`config.mk`:
```
export PLATFORM = sky130hd
export DESIGN_NAME = round_robin_slot_scheduler
export DESIGN_NICKNAME = d
export VERILOG_FILES = /design/src/hw/rtl/rrss_pkg.sv /design/src/hw/rtl/rrss_cell.sv /design/src/hw/rtl/rrss_queue.sv /design/src/hw/rtl/round_robin_slot_scheduler.sv
export SDC_FILE = /design/constraint.sdc
export NUM_CORES = 1
export LEC_CHECK = 0
export BUFFER_PORTS_ARGS = -buffer_cell sky130_fd_sc_hd__buf_2
export CAP_MARGIN = 10
export CORE_MARGIN = 2
export CORE_UTILIZATION = 60
export CTS_CLUSTER_SIZE = 28
export DETAILED_ROUTE_END_ITERATION = 10
export GPL_ROUTABILITY_DRIVEN = 0
export GPL_TIMING_DRIVEN = 0
export MAX_ROUTING_LAYER = met4
export PLACE_DENSITY = 0.78
export SYNTH_ARGS = -nofsm -noshare
export SYNTH_HDL_FRONTEND = slang
export SYNTH_SLANG_ARGS = --single-unit
```
`constraint.sdc`:
```
create_clock -name clk_i -period 8.2 [get_ports clk_i]
set_clock_uncertainty 0.2 [all_clocks]
set_input_delay 0 -clock clk_i [delete_from_list [all_inputs] [get_ports clk_i]]
set_output_delay 0 -clock clk_i [all_outputs]
set_load 0.05 [all_outputs]
```
`src/hw/rtl/rrss_pkg.sv`:
```
`default_nettype none

package rrss_pkg;

  // Default number of entries in the ready queue.
  localparam int unsigned QueueDepth = 16;

  // Request codes and response kinds.
  localparam logic ReqArrival = 1'b0;
  localparam logic ReqTick    = 1'b1;
  localparam logic RespAck    = 1'b0;
  localparam logic RespSlot   = 1'b1;

  typedef struct packed {
    logic        req_type;
    logic [7:0]  task_id;
    logic [15:0] burst_len;
  } req_t;

  typedef struct packed {
    logic        resp_kind;
    logic [7:0]  run_id;
    logic        idle;
    logic        finished;
    logic [15:0] slot_index;
    logic        dropped;
    logic        stopped;
  } resp_t;

  // One queued task: id and remaining slots.
  typedef struct packed {
    logic [7:0]  id;
    logic [15:0] remain;
  } entry_t;

  // Per-cell control: take the neighbor's entry, or load the pushed entry.
  typedef struct packed {
    logic shift;
    logic load;
  } cell_ctrl_t;

endpackage

`default_nettype wire

```
`src/hw/rtl/rrss_cell.sv`:
```
`default_nettype none

// One slot of the shifting ready queue.
module rrss_cell (
  input  wire                 clk_i,
  input  rrss_pkg::cell_ctrl_t ctrl_i,
  input  rrss_pkg::entry_t    push_entry_i,
  input  rrss_pkg::entry_t    neighbor_i,
  output rrss_pkg::entry_t    entry_o
);

  rrss_pkg::entry_t entry_q, entry_d;

  always_comb begin
    entry_d = entry_q;
    if (ctrl_i.load) begin
      entry_d = push_entry_i;
    end else if (ctrl_i.shift) begin
      entry_d = neighbor_i;
    end
  end

  always_ff @(posedge clk_i) begin
    entry_q <= entry_d;
  end

  assign entry_o = entry_q;

endmodule

`default_nettype wire

```
`src/hw/rtl/rrss_queue.sv`:
```
`default_nettype none

// Ready queue as a row of cells: the head sits in cell 0, a pop shifts every
// cell one step toward the head, a push loads the first free cell.
module rrss_queue #(
  parameter int unsigned DEPTH = rrss_pkg::QueueDepth,
  localparam int unsigned CntW = $clog2(DEPTH + 1)
) (
  input  wire               clk_i,
  input  wire               rst_ni,
  input  wire               pop_i,
  input  wire               push_i,
  input  rrss_pkg::entry_t  push_entry_i,
  output rrss_pkg::entry_t  head_o,
  output logic [CntW-1:0]   count_o
);

  logic [CntW-1:0] count_q, count_d;
  logic [CntW-1:0] wr_pos;
  rrss_pkg::entry_t cell_entry [DEPTH];

  // With a pop in the same cycle the free cell moves one step toward the head.
  assign wr_pos = pop_i ? (count_q - CntW'(1)) : count_q;

  for (genvar i = 0; i < DEPTH; i++) begin : g_cell
    rrss_pkg::cell_ctrl_t ctrl;
    rrss_pkg::entry_t     neighbor;

    assign ctrl.shift = pop_i;
    assign ctrl.load  = push_i && (wr_pos == CntW'(i));

    if (i == DEPTH - 1) begin : g_last
      assign neighbor = '0;
    end else begin : g_mid
      assign neighbor = cell_entry[i+1];
    end

    rrss_cell u_cell (
      .clk_i        (clk_i),
      .ctrl_i       (ctrl),
      .push_entry_i (push_entry_i),
      .neighbor_i   (neighbor),
      .entry_o      (cell_entry[i])
    );
  end

  always_comb begin
    count_d = count_q;
    case ({push_i, pop_i})
      2'b10:   count_d = count_q + CntW'(1);
      2'b01:   count_d = count_q - CntW'(1);
      default: count_d = count_q;
    endcase
  end

  always_ff @(posedge clk_i or negedge rst_ni) begin
    if (!rst_ni) begin
      count_q <= '0;
    end else begin
      count_q <= count_d;
    end
  end

  assign head_o  = cell_entry[0];
  assign count_o = count_q;

endmodule

`default_nettype wire

```
`src/hw/rtl/round_robin_slot_scheduler.sv`:
```
// Each accepted input word's result word is registered in the output register.
// Throughput: one word per cycle while the output side takes each result; the queue
//   can pop from the head cell and push into the cell row in the same cycle.
// Reset (rst_ni low, asynchronous): queue empty, no held task, slot counter zero,
//   slot_limit zero, output register empty. Queue cells are not cleared.
`default_nettype none

module round_robin_slot_scheduler #(
  parameter int unsigned QUEUE_DEPTH = rrss_pkg::QueueDepth
) (
  input  wire              clk_i,
  input  wire              rst_ni,
  // Configuration: slot_limit
  input  wire              cfg_valid_i,
  output logic             cfg_ready_o,
  input  wire [15:0]       cfg_data_i,
  // Request channel
  input  wire              in_valid_i,
  output logic             in_ready_o,
  input  rrss_pkg::req_t   in_data_i,
  // Result channel
  output logic             out_valid_o,
  input  wire              out_ready_i,
  output rrss_pkg::resp_t  out_data_o
);

  localparam int unsigned CntW = $clog2(QUEUE_DEPTH + 1);

  logic [15:0]      slot_limit_q;
  logic [15:0]      slot_count_q, slot_count_d;
  logic             held_valid_q, held_valid_d;
  rrss_pkg::entry_t held_task_q, held_task_d;
  logic             out_valid_q, out_valid_d;
  rrss_pkg::resp_t  out_data_q, out_data_d;

  logic             accept;
  logic             q_pop, q_push;
  rrss_pkg::entry_t q_push_entry, q_head;
  logic [CntW-1:0]  q_count;
  logic             q_full, q_empty;

  // Always taken; user must write configuration only when block idle; unenforced.
  assign cfg_ready_o = 1'b1;

  // Take a new word when the output register is empty or drains this cycle.
  assign in_ready_o = !out_valid_q || out_ready_i;
  assign accept     = in_valid_i && in_ready_o;

  assign q_full  = (q_count == CntW'(QUEUE_DEPTH));
  assign q_empty = (q_count == '0);

  always_comb begin
    rrss_pkg::entry_t cur;
    logic             have;

    cur          = '0;
    have         = 1'b0;
    q_pop        = 1'b0;
    q_push       = 1'b0;
    q_push_entry = held_task_q;
    slot_count_d = slot_count_q;
    held_valid_d = held_valid_q;
    held_task_d  = held_task_q;
    out_data_d   = '0;

    if (in_data_i.req_type == rrss_pkg::ReqArrival) begin
      // Append the arriving task, or drop it when the queue is full.
      out_data_d.resp_kind = rrss_pkg::RespAck;
      q_push_entry.id      = in_data_i.task_id;
      q_push_entry.remain  = in_data_i.burst_len;
      out_data_d.dropped   = q_full;
      q_push               = !q_full;
    end else begin
      out_data_d.resp_kind  = rrss_pkg::RespSlot;
      out_data_d.slot_index = slot_count_q;
      if (slot_count_q >= slot_limit_q) begin
        // At or past the limit: report stop, hold all state.
        out_data_d.stopped = 1'b1;
      end else begin
        if (held_valid_q) begin
          // The preempted task rejoins the tail before the head is picked.
          have         = 1'b1;
          held_valid_d = 1'b0;
          if (q_empty) begin
            cur = held_task_q;
          end else begin
            cur    = q_head;
            q_pop  = 1'b1;
            q_push = 1'b1;
          end
        end else if (!q_empty) begin
          have  = 1'b1;
          cur   = q_head;
          q_pop = 1'b1;
        end

        if (!have) begin
          out_data_d.idle = 1'b1;
        end else begin
          out_data_d.run_id = cur.id;
          if (cur.remain <= 16'd1) begin
            out_data_d.finished = 1'b1;
          end else begin
            held_valid_d       = 1'b1;
            held_task_d.id     = cur.id;
            held_task_d.remain = cur.remain - 16'd1;
          end
        end
        slot_count_d = slot_count_q + 16'd1;
      end
    end

    // Nothing moves unless the word is actually taken.
    if (!accept) begin
      q_pop        = 1'b0;
      q_push       = 1'b0;
      slot_count_d = slot_count_q;
      held_valid_d = held_valid_q;
      held_task_d  = held_task_q;
    end
  end

  always_comb begin
    out_valid_d = out_valid_q;
    if (accept) begin
      out_valid_d = 1'b1;
    end else if (out_ready_i) begin
      out_valid_d = 1'b0;
    end
  end

  rrss_queue #(
    .DEPTH (QUEUE_DEPTH)
  ) u_queue (
    .clk_i        (clk_i),
    .rst_ni       (rst_ni),
    .pop_i        (q_pop),
    .push_i       (q_push),
    .push_entry_i (q_push_entry),
    .head_o       (q_head),
    .count_o      (q_count)
  );

  always_ff @(posedge clk_i or negedge rst_ni) begin
    if (!rst_ni) begin
      slot_limit_q <= '0;
      slot_count_q <= '0;
      held_valid_q <= 1'b0;
      held_task_q  <= '0;
      out_valid_q  <= 1'b0;
    end else begin
      if (cfg_valid_i && cfg_ready_o) begin
        slot_limit_q <= cfg_data_i;
      end
      slot_count_q <= slot_count_d;
      held_valid_q <= held_valid_d;
      held_task_q  <= held_task_d;
      out_valid_q  <= out_valid_d;
    end
  end

  // Result payload needs no reset; load it with each accepted word.
  always_ff @(posedge clk_i) begin
    if (accept) begin
      out_data_q <= out_data_d;
    end
  end

  assign out_valid_o = out_valid_q;
  assign out_data_o  = out_data_q;

endmodule

`default_nettype wire

```
# After elaboration in Yosys (flattened, before gate mapping)
# Index checks and enable logic that the tools add are counted.
# Widths: inputs -> output; s select.
# word_totals
word_cells,177
inputBits,46
romBits,0
memories,0
latchBits,0
output_inout_bits,32
ram_bits,0
register_bits,476
# op_classes
n_addsub,4
n_lt_le_gt_ge,2
bitwise,4
mul,0
shifts,0
n_reduce_logical,44
n_eq_ne,18
n_mux,59
div,0
# op_table
cell,count
$mux 24,38
$eq 5x4->1 const B,8
$reduce_bool 2->1,18
$eq 5x3->1 const B,4
$mux 1,19
$logic_and 1x1->1,17
$add 16x1->16 const B,1
$ge 16x16->1,1
$le 16x1->1 const B,1
$sub 16x1->16 const B,1
$eq 5x2->1 const B,2
$logic_not 5->1,2
$pmux 5 s2,1
$add 5x1->5 const B,1
$eq 5x1->1 const B,1
$eq 5x5->1 const B,1
$mux 5,1
$reduce_and 5->1,1
$sub 5x1->5 const B,1
$not 1->1,4
$reduce_and 3->1,1
$reduce_or 3->1,1
$eq 2x1->1 const B,1
$eq 2x2->1 const B,1
other kinds (3),4

# Longest topological paths before layout
# depth
depth_word,9
mapped_depth,17
mapped_depth_nobuf,12

# Hierarchy
# From an unflattened synthesis, not the netlist that was laid out.
# unflattened
cells_unflattened,1405
hier_area_um2,23567.6
# modules_own_cells
mod,area_per_inst_um2,seq_area_each_um2,instances,cells_each
rrss_cell,1119.8,720.7,16,52
round_robin_slot_scheduler,4979.8,2322.2,1,492
rrss_queue,670.6,125.1,1,81

# Least setup slack after synthesis
# Ideal clock, no wire load.
# synth_path
path_type,reg2reg
startpoint,register u_queue.count_q[0] (netlist: u_queue.count_o[0])
endpoint,register held_task_q[16] in the netlist's numbering
arrival_ns,4.044
n_path_buf,5
synth_period_minus_slack_ns,4.369
setup_slack_ns,3.831
path_stages_with_launch,17
required_time_ns,7.875
setup_time_ns,0.125
cell_sequence,dfrtp_1 > clkbuf_1 > inv_1 > ha_1 > nor4b_1 > clkbuf_1 > clkbuf_1 > clkbuf_1 > buf_1 > and3_1 > a21oi_1 > ha_1 > o221ai_1 > or3b_2 > nand2_1 > nor2_1 > mux2_2
# synth_between
elab_chain_len,8
elab_cells_between_ends,13
classes_between,1 x order compare; 9 x mux; 1 x bitwise; 2 x reduce/logical
# synth_lines
element,line_no,rtl
from (decl),rrss_queue.sv:18,"logic [CntW-1:0] count_q, count_d;"
from (signal assigned),rrss_queue.sv:60,count_q <= count_d;
$logic_not 5->1 (*),round_robin_slot_scheduler.sv:50,assign q_empty = (q_count == '0);
"$mux 24, on equally long branches","round_robin_slot_scheduler.sv:91, round_robin_slot_scheduler.sv:84",
$mux 24,round_robin_slot_scheduler.sv:80,if (held_valid_q) begin
$mux 24,round_robin_slot_scheduler.sv:76,if (slot_count_q >= slot_limit_q) begin
$mux 24,round_robin_slot_scheduler.sv:66,if (in_data_i.req_type == rrss_pkg::ReqArrival) begin
$le 16x1->1,round_robin_slot_scheduler.sv:101,if (cur.remain <= 16'd1) begin
$not 1->1 (no line),n/a,
$reduce_and 5->1 (no line),n/a,
to (signal assigned),round_robin_slot_scheduler.sv:157,held_task_q <= held_task_d;
to (decl),round_robin_slot_scheduler.sv:32,"rrss_pkg::entry_t held_task_q, held_task_d;"
# Mark *: on every way between the ends. The rest lies on a longest branch, timed or not. The select of a mux whose other input is x is not followed.
# A chain may end at the register's enable or synchronous reset.

# Worst setup path in the final report
# layout_path
startpoint,register u_queue.count_q[0] (netlist: u_queue.count_o[0])
endpoint,register held_task_q[17] in the netlist's numbering
# Same word-level chain as after synthesis.

==> run_results.csv <==
group,metric,value,unit
detailed_routing,ant_nets,0,
setup_path,critPathMaxFanout,10,
cells_and_area,fin_util,0.712,
setup_path,crit_type,"flop to flop",
cells_and_area,layout_commonest_cell,"edfxtp_1",
detailed_routing,drc,0,
job,maxCapViolations,0,
placement,io_buffers,76,
placement,placed_cells,1957,
setup_path,crit_arrival,6.01,ns
die,rows,69,
timing,rsz0062_at_grt,"no",
timing,tightest_slew,1.27,ns
logic_synthesis,yosys_warnings,0,
die,fp.dieArea,37700,um2
logic_synthesis,ys.flop_type,"edfxtp_1",
status,status,"finished, final reports clean",
power_and_ir_drop,p_leak,9.22,nW
logic_synthesis,avgSynthCellArea,15.3,um2
clock_tree,htree_levels,2,
global_route,grt_max_degree,64,
clock_tree,cts_setup_buffers,0,
detailed_routing,wl_met1,20300,um
setup_path,critPathLaunch,"u_queue.count_o[0]",
power_and_ir_drop,powerDensity,273,nW/um2
cells_and_area,syn_to_final_growth,16.7,%
placement,place_area,22700,um2
global_route,antenna_found_initial,1,
logic_synthesis,syn_nets,1487,
clock_tree,clk_pin_slew,0.06,ns
power_and_ir_drop,p_switching,0.00193,W
detailed_routing,vias,12900,
logic_synthesis,async_flop_share,0.132,
die,io_pins,78,
detailed_routing,firstDrtPassIters,5,
die,die-height,194,um
detailed_routing,vias_per_cell,6.03,
power_and_ir_drop,ir_drop,0.000202,V
clock_tree,clk_latency,0.57,ns
cells_and_area,most-common-layout-cells,"413 x edfxtp_1, 371 x mux2_2, 103 x buf_2",
global_route,grt_first_pass_wirelength,74700,um
die,start_util,0.610,
logic_synthesis,ys_seq_elements,476,
global_route,grt_pass1_vias,13200,
detailed_routing,top_layer_used,"met4",
detailed_routing,dr_wl_met2,22400,um
logic_synthesis,syn_inst,1418,
power_and_ir_drop,swShare,0.279,
setup_path,start_kind,"flop",
clock_tree,clockBufferDepth,3,
global_route,overflow,0,
timing,finalHoldViolations,0,
detailed_routing,wl_per_cell,22.4,um
power_and_ir_drop,power_frac_clock,0.324,
timing,slew_headroom,0.152,
clock_tree,cts-buffers-inserted,48,
die,design.core.area,35600,um2
timing,report.final.slew_viol_count,0,
cells_and_area,nets,1709,
die,die_w,194,um
timing,layout_min_cycle_time,5.77,ns
timing,min_period_over_period,0.704,
timing,setup_violations,0,
cells_and_area,drive_above_1_share,0.343,
placement,dp_hpwl,30900,um
hold_path,worstHoldStart,"out_ready_i",
clock_tree,cts.sinks,476,
cells_and_area,fin_area,25300,um2
timing,tns,0,ns
logic_synthesis,synth_edf_count,413,
power_and_ir_drop,p_comb_frac,0.203,
power_and_ir_drop,power_frac_seq,0.473,
detailed_routing,routed_wl,47900,um
cells_and_area,final_cells,2140,
detailed_routing,drt-initial-drc-count,1103,
logic_synthesis,synth_seq_area_share,0.644,
setup_path,r2r_start,"u_queue.count_o[0]",
timing,fmaxAchievable,173,MHz
setup_path,crit_path_end_kind,"flop",
setup_path,crit_required,8.44,ns
detailed_routing,wl_met3,3710,um
global_route,grt_usage,0.262,
logic_synthesis,synthDistinctLibCells,61,
clock_tree,cts_tree,"built",
hold_path,hp-class,"primary input to flop",
clock_tree,cts_hold_buf,91,
clock_tree,ctsResizeCount,0,
clock_tree,root_buffer,"clkbuf_16",
power_and_ir_drop,p_int,0.00498,W
logic_synthesis,syn_area,21700,um2
## cell usage after synthesis, drive strengths merged, types with 4 or more instances
master | number | area [um2]
mux2i | 5 | 53.8
ha | 23 | 288
nor4 | 6 | 37.5
nor2b | 31 | 194
or4 | 4 | 30.0
o211ai | 4 | 30.0
nand3 | 35 | 225
dfrtp | 63 | 1580
nor2 | 34 | 128
inv | 28 | 105
nand4 | 5 | 31.3
and3 | 13 | 81.3
nor3 | 13 | 70.1
and2 | 18 | 113
nand3b | 4 | 30.0
o21ai | 32 | 160
a21oi | 33 | 165
buf | 38 | 185
a32oi | 8 | 70.1
nand2 | 69 | 259
clkbuf | 53 | 199
o22a | 11 | 96.3
mux2 | 399 | 4490
xnor2 | 21 | 184
edfxtp | 413 | 12400
xor2 | 11 | 96.3
## per-stage QoR
step                power [W]  worst slack [ns]  hold WS [ns]
floorplan             0.00421              3.83        -0.496
global placement      0.00455              2.74      -0.00543
detailed placement    0.00462              2.60       -0.0441
CTS                   0.00688              2.57        0.0265
global route          0.00717              2.14        0.0674
finish                0.00690              2.43        0.0536
## registers in the layout, summed over array words and instances (netlist names)
register	flops
out_valid_o	1
u_queue.g_cell.u_cell.entry_o	384
slot_limit_q	16
slot_count_q	16
held_valid_q	1
u_queue.count_o	5
held_task_q	24
out_data_o	29
## metal layers
metal,up-vias,global-route usage
li1,5861,-
met1,6397,0.355
met2,544,0.407
met3,104,0.0473
met4,0,0.0839
met5,-,-
## kinds of logic (layout without fill, tap and decap cells)
family / Yosys count / count (layout) / synth area share
compound gates: 118 / 118 / 0.0378
fa+ha+maj: 23 / 23 / 0.0133
mux: 404 / 404 / 0.210
buf+inv: 119 / 379 / 0.0225
flops: 476 / 476 / 0.644
xor+xnor: 32 / 32 / 0.0129
other cells: 1 / 2 / 0.000173
simple gates: 245 / 245 / 0.0597
## worst max-delay path, cell delays in order (launching register included)
cell and delay [ns]:
dfrtp_1 0.38, clkbuf_1 0.21, inv_1 0.17, ha_1 0.28, nor4b_1 0.35, clkbuf_1 0.45, clkbuf_1 0.40, clkbuf_1 0.42
buf_1 0.46, and3_1 0.24, a21oi_1 0.07, ha_1 0.31, o221ai_1 0.25, or3b_2 0.23, nand2_1 0.13, nor2_1 0.68
mux2_2 0.41
## power groups by stage
stage                     sequential (W)  clock [W]  combinational, W
after global placement           0.00329          0           0.00126
after detailed placement         0.00330          0           0.00131
after CTS                        0.00326    0.00225           0.00137
after floorplan                  0.00328          0          0.000930
after global routing             0.00329    0.00236           0.00152
final                            0.00326    0.00224           0.00140
## final timing paths
path	endpoint	slack (ns)	cells past startpoint
max in group asynchronous	slot_count_q[5]	7.04	4
setup / recovery	held_task_q[17]	2.43	16
hold reg to reg	held_task_q[20]	0.31	1
hold / removal	out_data_o[18]	0.05	4
setup reg to reg	held_task_q[17]	2.43	16
min in group asynchronous	held_task_q[4]	0.45	4
## area by class of cell
cell class,count,area (um2)
multi-input combinational,823,7230
timing repair buffer,172,1450
sequential,476,14000
tap,461,577
buffer,91,384
inverter,28,105
antenna,1,2.50
clock inverter,32,333
fill,2164,10200
clock buffer,56,1270
Note: power is estimated with default switching activity, not from simulation.
